`config.mk`:
```
export PLATFORM = sky130hd
export DESIGN_NAME = priority_two_queue_tail_drop
export DESIGN_NICKNAME = d
export VERILOG_FILES = /design/src/design/ptq_pkg.sv /design/src/design/priority_two_queue_tail_drop.sv /design/src/design/ptq_fifo.sv
export SDC_FILE = /design/constraint.sdc
export NUM_CORES = 2
export LEC_CHECK = 0
export BUFFER_PORTS_ARGS = -buffer_cell sky130_fd_sc_hd__buf_2
export CORE_ASPECT_RATIO = 2
export CORE_MARGIN = 2
export CORE_UTILIZATION = 62
export CTS_CLUSTER_DIAMETER = 100
export DETAILED_ROUTE_END_ITERATION = 10
export PLACE_DENSITY = 0.86
export RECOVER_POWER = 25
export SETUP_SLACK_MARGIN = 0.05
export SYNTH_ARGS = -nofsm -noshare
export SYNTH_HDL_FRONTEND = slang
export SYNTH_HIERARCHICAL = 1
export SYNTH_SLANG_ARGS = --single-unit
```
`constraint.sdc`:
```
create_clock -name clk_i -period 6.2 [get_ports clk_i]
set_input_delay 0.31 -clock clk_i [delete_from_list [all_inputs] [get_ports clk_i]]
set_output_delay 0.31 -clock clk_i [all_outputs]
set_load 0.03 [all_outputs]
```
`src/design/ptq_pkg.sv`:
```
// Shared types and constants for the two-queue strict-priority transmit queue.
package ptq_pkg;

  localparam int HANDLE_W = 16;
  localparam int CAP_W    = 7;
  localparam int LEN_W    = 7;
  localparam int DROP_W   = 32;

  localparam logic OP_ENQ = 1'b0;
  localparam logic OP_DEQ = 1'b1;

  typedef enum logic [2:0] {
    ST_QUEUED   = 3'd0,
    ST_DROPPED  = 3'd1,
    ST_MGMT_OVF = 3'd2,
    ST_DEQUEUED = 3'd3,
    ST_EMPTY    = 3'd4
  } status_e;

  typedef struct packed {
    logic push;
    logic pop;
  } fifo_req_t;

endpackage

```
`src/design/priority_two_queue_tail_drop.sv`:
```
// Top level of the strict-priority transmit queue with tail drop on data frames.
// Each request is either an enqueue or a dequeue and produces exactly one result.
// Management descriptors go to the management FIFO, and an enqueue to a full
// management FIFO reports an overflow. Data descriptors go to the data FIFO
// unless its occupancy has reached data_capacity (zero, or any value above
// DATA_DEPTH, means DATA_DEPTH), in which case they are dropped and counted in a
// saturating counter. A dequeue serves management first, then data. The block
// takes one request per clock cycle; its result appears in the output register
// on the next cycle, with the dequeued descriptor taken from the registered read
// port of the FIFO memory. While a result waits under stall, no new request is
// taken. Write data_capacity only while the block is idle.
module priority_two_queue_tail_drop #(
  parameter int DATA_DEPTH = 64,
  parameter int MGMT_DEPTH = 16
) (
  input  logic                            clk_i,
  input  logic                            rst_ni,
  input  logic                            cfg_we_i,
  input  logic [ptq_pkg::CAP_W-1:0]       cfg_wdata_i,
  input  logic                            in_valid_i,
  output logic                            in_stall_o,
  input  logic                            op_i,
  input  logic                            is_data_i,
  input  logic [ptq_pkg::HANDLE_W-1:0]    frame_handle_i,
  output logic                            out_valid_o,
  input  logic                            out_stall_i,
  output logic [2:0]                      status_o,
  output logic [ptq_pkg::HANDLE_W-1:0]    handle_out_o,
  output logic                            from_mgmt_o,
  output logic [ptq_pkg::LEN_W-1:0]       data_length_o,
  output logic [ptq_pkg::DROP_W-1:0]      data_drop_count_o
);
  import ptq_pkg::*;

  localparam int DCNT_W = $clog2(DATA_DEPTH + 1);
  localparam int MCNT_W = $clog2(MGMT_DEPTH + 1);
  localparam int LIM_W  = (DCNT_W > CAP_W) ? DCNT_W : CAP_W;

  logic [CAP_W-1:0]    capacity_q;
  logic                out_valid_q;
  status_e             status_q, status_d;
  logic                from_mgmt_q, from_mgmt_d;
  logic [DROP_W-1:0]   drop_q, drop_d;

  fifo_req_t           data_req, mgmt_req;
  logic [HANDLE_W-1:0] data_rdata, mgmt_rdata;
  logic [DCNT_W-1:0]   data_count;
  logic [MCNT_W-1:0]   mgmt_count;

  logic                accept;
  logic [LIM_W-1:0]    limit;
  logic                data_full, mgmt_full;

  assign in_stall_o = out_valid_q && out_stall_i;
  assign accept     = in_valid_i && !in_stall_o;

  assign limit = (capacity_q == '0 || LIM_W'(capacity_q) > LIM_W'(DATA_DEPTH))
               ? LIM_W'(DATA_DEPTH) : LIM_W'(capacity_q);
  assign data_full = LIM_W'(data_count) >= limit;
  assign mgmt_full = mgmt_count == MCNT_W'(MGMT_DEPTH);

  always_comb begin
    data_req    = '0;
    mgmt_req    = '0;
    status_d    = status_q;
    from_mgmt_d = from_mgmt_q;
    drop_d      = drop_q;
    if (accept) begin
      from_mgmt_d = 1'b0;
      if (op_i == OP_ENQ) begin
        if (!is_data_i) begin
          if (mgmt_full) begin
            status_d = ST_MGMT_OVF;
          end else begin
            mgmt_req.push = 1'b1;
            status_d      = ST_QUEUED;
          end
        end else if (data_full) begin
          status_d = ST_DROPPED;
          if (drop_q != '1) begin
            drop_d = drop_q + 1'b1;
          end
        end else begin
          data_req.push = 1'b1;
          status_d      = ST_QUEUED;
        end
      end else begin
        if (mgmt_count != '0) begin
          mgmt_req.pop = 1'b1;
          from_mgmt_d  = 1'b1;
          status_d     = ST_DEQUEUED;
        end else if (data_count != '0) begin
          data_req.pop = 1'b1;
          status_d     = ST_DEQUEUED;
        end else begin
          status_d = ST_EMPTY;
        end
      end
    end
  end

  ptq_fifo #(
    .DEPTH (DATA_DEPTH)
  ) u_data_fifo (
    .clk_i   (clk_i),
    .rst_ni  (rst_ni),
    .req_i   (data_req),
    .wdata_i (frame_handle_i),
    .rdata_o (data_rdata),
    .count_o (data_count)
  );

  ptq_fifo #(
    .DEPTH (MGMT_DEPTH)
  ) u_mgmt_fifo (
    .clk_i   (clk_i),
    .rst_ni  (rst_ni),
    .req_i   (mgmt_req),
    .wdata_i (frame_handle_i),
    .rdata_o (mgmt_rdata),
    .count_o (mgmt_count)
  );

  always_ff @(posedge clk_i or negedge rst_ni) begin
    if (!rst_ni) begin
      capacity_q  <= '0;
      out_valid_q <= 1'b0;
      status_q    <= ST_EMPTY;
      from_mgmt_q <= 1'b0;
      drop_q      <= '0;
    end else begin
      if (cfg_we_i) begin
        capacity_q <= cfg_wdata_i;
      end
      if (accept) begin
        out_valid_q <= 1'b1;
      end else if (!out_stall_i) begin
        out_valid_q <= 1'b0;
      end
      status_q    <= status_d;
      from_mgmt_q <= from_mgmt_d;
      drop_q      <= drop_d;
    end
  end

  assign out_valid_o       = out_valid_q;
  assign status_o          = status_q;
  assign from_mgmt_o       = from_mgmt_q;
  assign handle_out_o      = (status_q != ST_DEQUEUED) ? '0
                           : (from_mgmt_q ? mgmt_rdata : data_rdata);
  assign data_length_o     = LEN_W'(data_count);
  assign data_drop_count_o = drop_q;

endmodule

```
`src/design/ptq_fifo.sv`:
```
// Descriptor FIFO with a memory store, registered read data and an occupancy count.
module ptq_fifo #(
  parameter int DEPTH = 16
) (
  input  logic                              clk_i,
  input  logic                              rst_ni,
  input  ptq_pkg::fifo_req_t                req_i,
  input  logic [ptq_pkg::HANDLE_W-1:0]      wdata_i,
  output logic [ptq_pkg::HANDLE_W-1:0]      rdata_o,
  output logic [$clog2(DEPTH+1)-1:0]        count_o
);
  import ptq_pkg::*;

  localparam int PTR_W = $clog2(DEPTH);
  localparam int CNT_W = $clog2(DEPTH + 1);

  logic [HANDLE_W-1:0] mem [DEPTH];
  logic [HANDLE_W-1:0] rdata_q;
  logic [PTR_W-1:0]    head_q, head_d;
  logic [PTR_W-1:0]    tail_q, tail_d;
  logic [CNT_W-1:0]    count_q, count_d;

  always_comb begin
    head_d  = head_q;
    tail_d  = tail_q;
    count_d = count_q;
    if (req_i.push) begin
      tail_d = (tail_q == PTR_W'(DEPTH - 1)) ? '0 : tail_q + 1'b1;
    end
    if (req_i.pop) begin
      head_d = (head_q == PTR_W'(DEPTH - 1)) ? '0 : head_q + 1'b1;
    end
    case ({req_i.push, req_i.pop})
      2'b10:   count_d = count_q + 1'b1;
      2'b01:   count_d = count_q - 1'b1;
      default: count_d = count_q;
    endcase
  end

  always_ff @(posedge clk_i or negedge rst_ni) begin
    if (!rst_ni) begin
      head_q  <= '0;
      tail_q  <= '0;
      count_q <= '0;
    end else begin
      head_q  <= head_d;
      tail_q  <= tail_d;
      count_q <= count_d;
    end
  end

  always_ff @(posedge clk_i) begin
    if (req_i.push) begin
      mem[tail_q] <= wdata_i;
    end
    if (req_i.pop) begin
      rdata_q <= mem[head_q];
    end
  end

  assign rdata_o = rdata_q;
  assign count_o = count_q;

endmodule

```
# Yosys cells after proc, flatten, opt, wreduce, memory -nomap -nowiden
# Memory sizes are Yosys's and may differ from the RTL's. A register that Yosys moved wholly into a read port is not among the register bits.
# Cells that the tools add are included.
# totals
mem_bits_rw	1280
regBits	76
memories	2
# mem_list
memory	depth	width	read_ports	rd_ports_with_merged_regs	wr	line	text
u_data_fifo.mem	64	16	1	1	1	ptq_fifo.sv:17	logic [HANDLE_W-1:0] mem [DEPTH];
u_mgmt_fifo.mem	16	16	1	1	1	ptq_fifo.sv:17	
# classes
mux	34
reduce_logical	10
order_cmp	2
addsub	9
bitwise	1
n_eq_ne	12
# ops
operator	n
$add 32x1->32 const B	1
$mux 16	2
$ne 32x32->1 const B	1
$mux 1	18
$pmux 7 s2	1
$add 6x1->6 const B	2
$eq 6x6->1 const B	2
$mux 3	4
$mux 6	2
$pmux 5 s2	1
$add 4x1->4 const B	2
$eq 4x4->1 const B	2
$mux 4	2
$add 7x1->7 const B	1
$ge 7x7->1	1
$gt 7x7->1 const B	1
$logic_not 7->1	1
$mux 7	1
$reduce_bool 7->1	1
$sub 7x1->7 const B	1
$mux 2	3
$add 5x1->5 const B	1
$eq 5x5->1 const B	1
$reduce_and 5->1	1
other kinds (11)	15

# Logic depth before layout (Yosys ltp)
# logic_depth
ltp_word	10
mapped_depth	19
ltp_nobuf	16

# By module
# The synthesis kept the hierarchy.
# by_module_without_submodules
module	cells_each	area_per_inst_um2	instances	seq_area_each_um2
ptq_fifo at u_data_fifo	2007	41066.9	1	31705.4
ptq_fifo at u_mgmt_fifo	512	10933.0	1	8493.1
priority_two_queue_tail_drop	255	2494.9	1	1102.3

# Worst setup path before layout
# Ideal clock, no wire load.
# synth_timing
kind	register to register
startpoint	reg u_mgmt_fifo.count_q[1], in the netlist u_mgmt_fifo/count_o[1]
endpoint	reg u_data_fifo.count_q[6], in the netlist u_data_fifo/count_o[6]
arrival_ps	4382
period_less_slack_ps	4519
path_stages_with_launch	13
setup_slack_ps	1681
path_cell_list	dfrtp_1 -> nor4_1 -> nor2b_1 -> nor3b_1 -> ha_1 -> clkbuf_1 -> xor2_1 -> ha_1 -> and3_1 -> a31oi_1 -> a2bb2oi_1 -> nor2_1 -> xor2_1
# synth_lines
element	line	text
from (decl)	ptq_fifo.sv:21	logic [CNT_W-1:0] count_q, count_d;
from (signal assigned)	ptq_fifo.sv:48	count_q <= count_d;
to (signal assigned)	ptq_fifo.sv:48	
to (decl)	ptq_fifo.sv:21	

==> metrics.csv <==
stage;metric;value;unit
run_status;status;finished, violations left;
run_status;failing checks;capacitance limit, slew limit;
pwr;logic gate share of total power;18.2;%
place;GPL Wtd Cong;1.037;
worst_setup_path;CP max FO;16;
drt;DRC violations left;0;
drt;via count;29030;
place;Cell Area, Placed;56660;µm²
grt;largest net degree at the start of global routing;111;
worst_hold_path;Hold Crit Endpoint;status_o[2];
clock_network;Clk Latency, worst-skew pair;0.75;ns
worst_setup_path;CP Data Required Time;6.61;ns
sta;Worst Slack Setup Final;1.133;ns
drt;WL/cell;34.51;µm
yosys;Synth area leaders;edfxtp_1, mux4_2, dfrtp_1;
grt;initial antenna violation count;2;
place;pre-CTS setup slack;1.447;ns
yosys;Synth Warn #;6;
worst_hold_path;Worst Hold Launch;out_stall_i;
pwr;Psw;0.006008;W
worst_setup_path;most used cell, CP;nor2_1;
die;total die area;90430;µm²
layout;Area growth, synth to finish;11.38;%
yosys;Post-synth top flop;edfxtp_1;
layout;ratio of cells with drive above 1 in the final layout;23.30;%
die;# IOs;91;
clock_network;CTS tree;yes;
worst_setup_path;critical path type;flip-flop to flip-flop;
worst_setup_path;Critical Path End Type;flip-flop;
sta;minimum clock period after layout;5.067;ns
yosys;Post-synth EDFFs;1312;
clock_network;Clock Tree Buf Depth;3;
yosys;register bit count reported by yosys;1388;
yosys;Post-Syn Nets;2826;
grt;first-pass GRT wire length;205400;µm
worst_setup_path;Reg2Reg Depth;12;
yosys;cell taking the most area after synthesis;edfxtp_1;
sta;RSZ-0062 raised after global routing;no;
worst_setup_path;FF-to-FF Start;capacity_q[0];
sta;final hold violation count;0;
layout;multi-input logic area;12520;µm²
die;Initial Util;62.56;%
pwr;PwrDens;370.4;nW/µm²
place;Port Buf Inserts;90;
drt;post-route ant nets;0;
worst_setup_path;slowest stage cell on the critical path;nor2_1;
place;post-detail-place hpwl;88160;µm
worst_setup_path;FF-to-FF End;u_data_fifo/mem[59][7];
layout;Net count, final;3009;
clock_network;Clock Tree Root;clkbuf_16;
sta;setup violators final;0;
yosys;cells after synthesis;2774;
sta;Max Freq;0.1974;GHz
die;Core Footprint;87100;µm²
yosys;Synth top area share;72.30;%
yosys;post-synthesis sequential area ratio;75.79;%
layout;Filler cells;4999;
pwr;sequential share of power;48.7;%
sta;worst slew pin tran;4.609;ns
clock_network;H-tree depth;3;
yosys;Post-Synthesis Cell Area;54490;µm²
drt;drt first pass iters;7;
worst_hold_path;Hold Crit Depth;4;
sta;skew final;0.04841;ns
grt;total grt overflow;0;
yosys;Avg Inst Size Synth;19.64;µm²
sta;total negative setup slack;0;ns
pwr;switching share of total power;26.73;%
die;die width;213.6;µm
yosys;synth unique cells;58;
sta;Max Slew Vio Count;1134;
worst_hold_path;worst hold path class;primary input to flip-flop;
drt;starting DRC count in detailed routing;3766;
die;die height;423.3;µm
flow_run;Max Cap Viol;15;
clock_network;number of buffers created by CTS;109;
grt;vias in the first global route;29260;
sta;Slew HR;-207.3;%
layout;Register Area;41310;µm²
pwr;Lkg Pwr;19.34;nW
pwr;clock power share;33.1;%
pwr;Total Power;0.02248;W
worst_setup_path;critical path's largest stage delay;0.94;ns
pwr;Int Power;0.01647;W
worst_setup_path;worst reg-to-reg setup slack;1.13;ns
worst_setup_path;CP startpoint kind;flip-flop;
yosys;Async SR Flop Fraction;5.476;%
pwr;Peak VDD IR;0.0003562;V
drt;routed wire length;145500;µm
clock_network;CTS clk-pin slew, worst paths;0.07;ns
drt;vias per std cell;6.883;
clock_network;Sink Count;1388;
sta;Tcrit/Tclk final;81.72;%
die;row count;153;
worst_setup_path;crit path cell chain;nor4_1, a21oi_1, ha_1, a21oi_1, o21ai_0, o21bai_1, nor2_1, inv_1, nor2_1, nand3_1, nor2_1, buf_4;
worst_setup_path;Arrival @ worst endpoint;5.47;ns
layout;final instance area;60700;µm²
grt;GRT Util Overall;32.93;%
-- cells in the final DEF, fill, tap and decap left out, types with 7 or more instances in the layout --
cell type and instances:
buf_4 90, edfxtp_1 1312, nor2_2 14, o21ai_0 69, clkinv_2 15, clkbuf_1 31, buf_2 87, nor2b_1 16
nor2_1 117, nor4_1 8, xor2_1 29, nor3_1 10, xnor2_1 23, a21oi_1 60, clkbuf_16 113, a22oi_1 119
nand3b_1 26, mux4_2 270, inv_6 7, o22ai_1 11, dlygate4sd3_1 22, mux2i_1 89, nand2_1 89, dfrtp_1 71
nand2b_1 17, bufinv_16 20, nand4_1 28, a221oi_1 28, ha_1 22, clkinv_1 17, mux2_2 43, inv_1 13
and4_1 12, clkinvlp_4 12, nand3_1 60
-- per-layer routing --
metal  global-route usage [%]  vias up  wire length, µm
li1                         -    11710                -
met1                    36.14    14800            44260
met2                    55.78     1972            74260
met3                    6.045      534            11930
met4                    26.04        2            15050
met5                   0.2225        -               15
-- cells by family after synthesis --
logic type               share of synthesized area (%)
adder cells (fa/ha/maj)                         0.5051
XOR/XNOR                                        0.8357
multiplexers                                     13.68
buffers and inverters                            1.451
AND/OR/NAND/NOR                                  4.041
flip-flops                                       75.79
AO/OA/AOI/OAI                                    3.697
-- metrics by stage --
stage                     util (%)  hold WS [ns]  instances
after global placement       65.05        0.1336       3984
after global routing         69.68        0.1610       4214
after detailed placement     65.05        0.1410       3984
after floorplan                  -       0.01441       2774
after CTS                    69.71      0.003446       4212
final                        69.68        0.1405       4217
-- Yosys cell counts (8+ instances only) --
master,number
inv_1,13
a21oi_1,60
nor3_1,17
nand3b_1,26
nand2b_1,17
buf_4,12
nor4_1,8
xor2_1,29
buf_2,35
clkbuf_1,75
mux2i_1,89
nand3_1,60
a221oi_1,28
mux4_2,270
and4_1,12
a22oi_1,119
mux2_2,43
edfxtp_1,1312
nand2_1,89
o22ai_1,11
buf_6,12
xnor2_1,23
o21ai_0,69
nor2_1,132
nor2b_1,19
nand4_1,28
dfrtp_1,75
buf_1,16
ha_1,22
-- worst max-delay path by stage --
stage	startpoint	to	slack (ns)
6_report	capacity_q[0]	u_data_fifo/mem[59][7]	1.13
5_1_grt	capacity_q[0]	u_data_fifo/mem[59][10]	1.00
4_1_cts	capacity_q[0]	u_data_fifo/mem[48][9]	1.44
3_5_place_dp	capacity_q[0]	u_data_fifo/mem[44][2]	1.45
3_3_place_gp	capacity_q[0]	u_data_fifo/mem[44][5]	1.47
2_1_floorplan	u_mgmt_fifo/count_o[1]	u_data_fifo/count_o[6]	1.68
-- area by class of cell --
class	count	area share (%)
antenna	3	0.01237
clock buffer	128	4.752
clock inverter	78	1.581
inverter	13	0.08039
multi-input combinational	1223	20.62
sequential	1388	68.06
tap	1162	2.395
timing repair buffer	222	2.494
-- state kept, by name (all words and copies together), names as in the netlist --
register and cells:
u_mgmt_fifo/head_q 4, status_o 3, u_mgmt_fifo/count_o 5, u_mgmt_fifo/mem 256, u_data_fifo/rdata_o 16, out_valid_o 1
u_mgmt_fifo/tail_q 4, u_data_fifo/head_q 6, u_data_fifo/mem 1024, u_mgmt_fifo/rdata_o 16, u_data_fifo/count_o 7, from_mgmt_o 1
data_drop_count_o 32, u_data_fifo/tail_q 6, capacity_q 7
-- what timing repair did --
action                    CTS  global route
setup buffers               0             0
hold endpoints to repair   86             0
hold buffers               22             0
gates resized for setup     0             0
-- power by group through the flow --
stage               Combinational [W]  Clock [W]  Sequential, W
CTS                           0.00403    0.00749         0.0109
floorplan                     0.00300          0         0.0108
finish                        0.00408    0.00744         0.0110
global placement              0.00384          0         0.0111
detailed placement            0.00395          0         0.0111
global route                  0.00423    0.00780         0.0110
-- worst max-delay path: cells and delay by family, from the launching register on --
kind,cells,cell delay (ns)
simple gates,5,2.64
compound gates,4,0.73
buf+inv,2,0.66
flops,1,0.39
fa+ha+maj,1,0.32
Note: power is estimated with default switching activity, not from simulation.
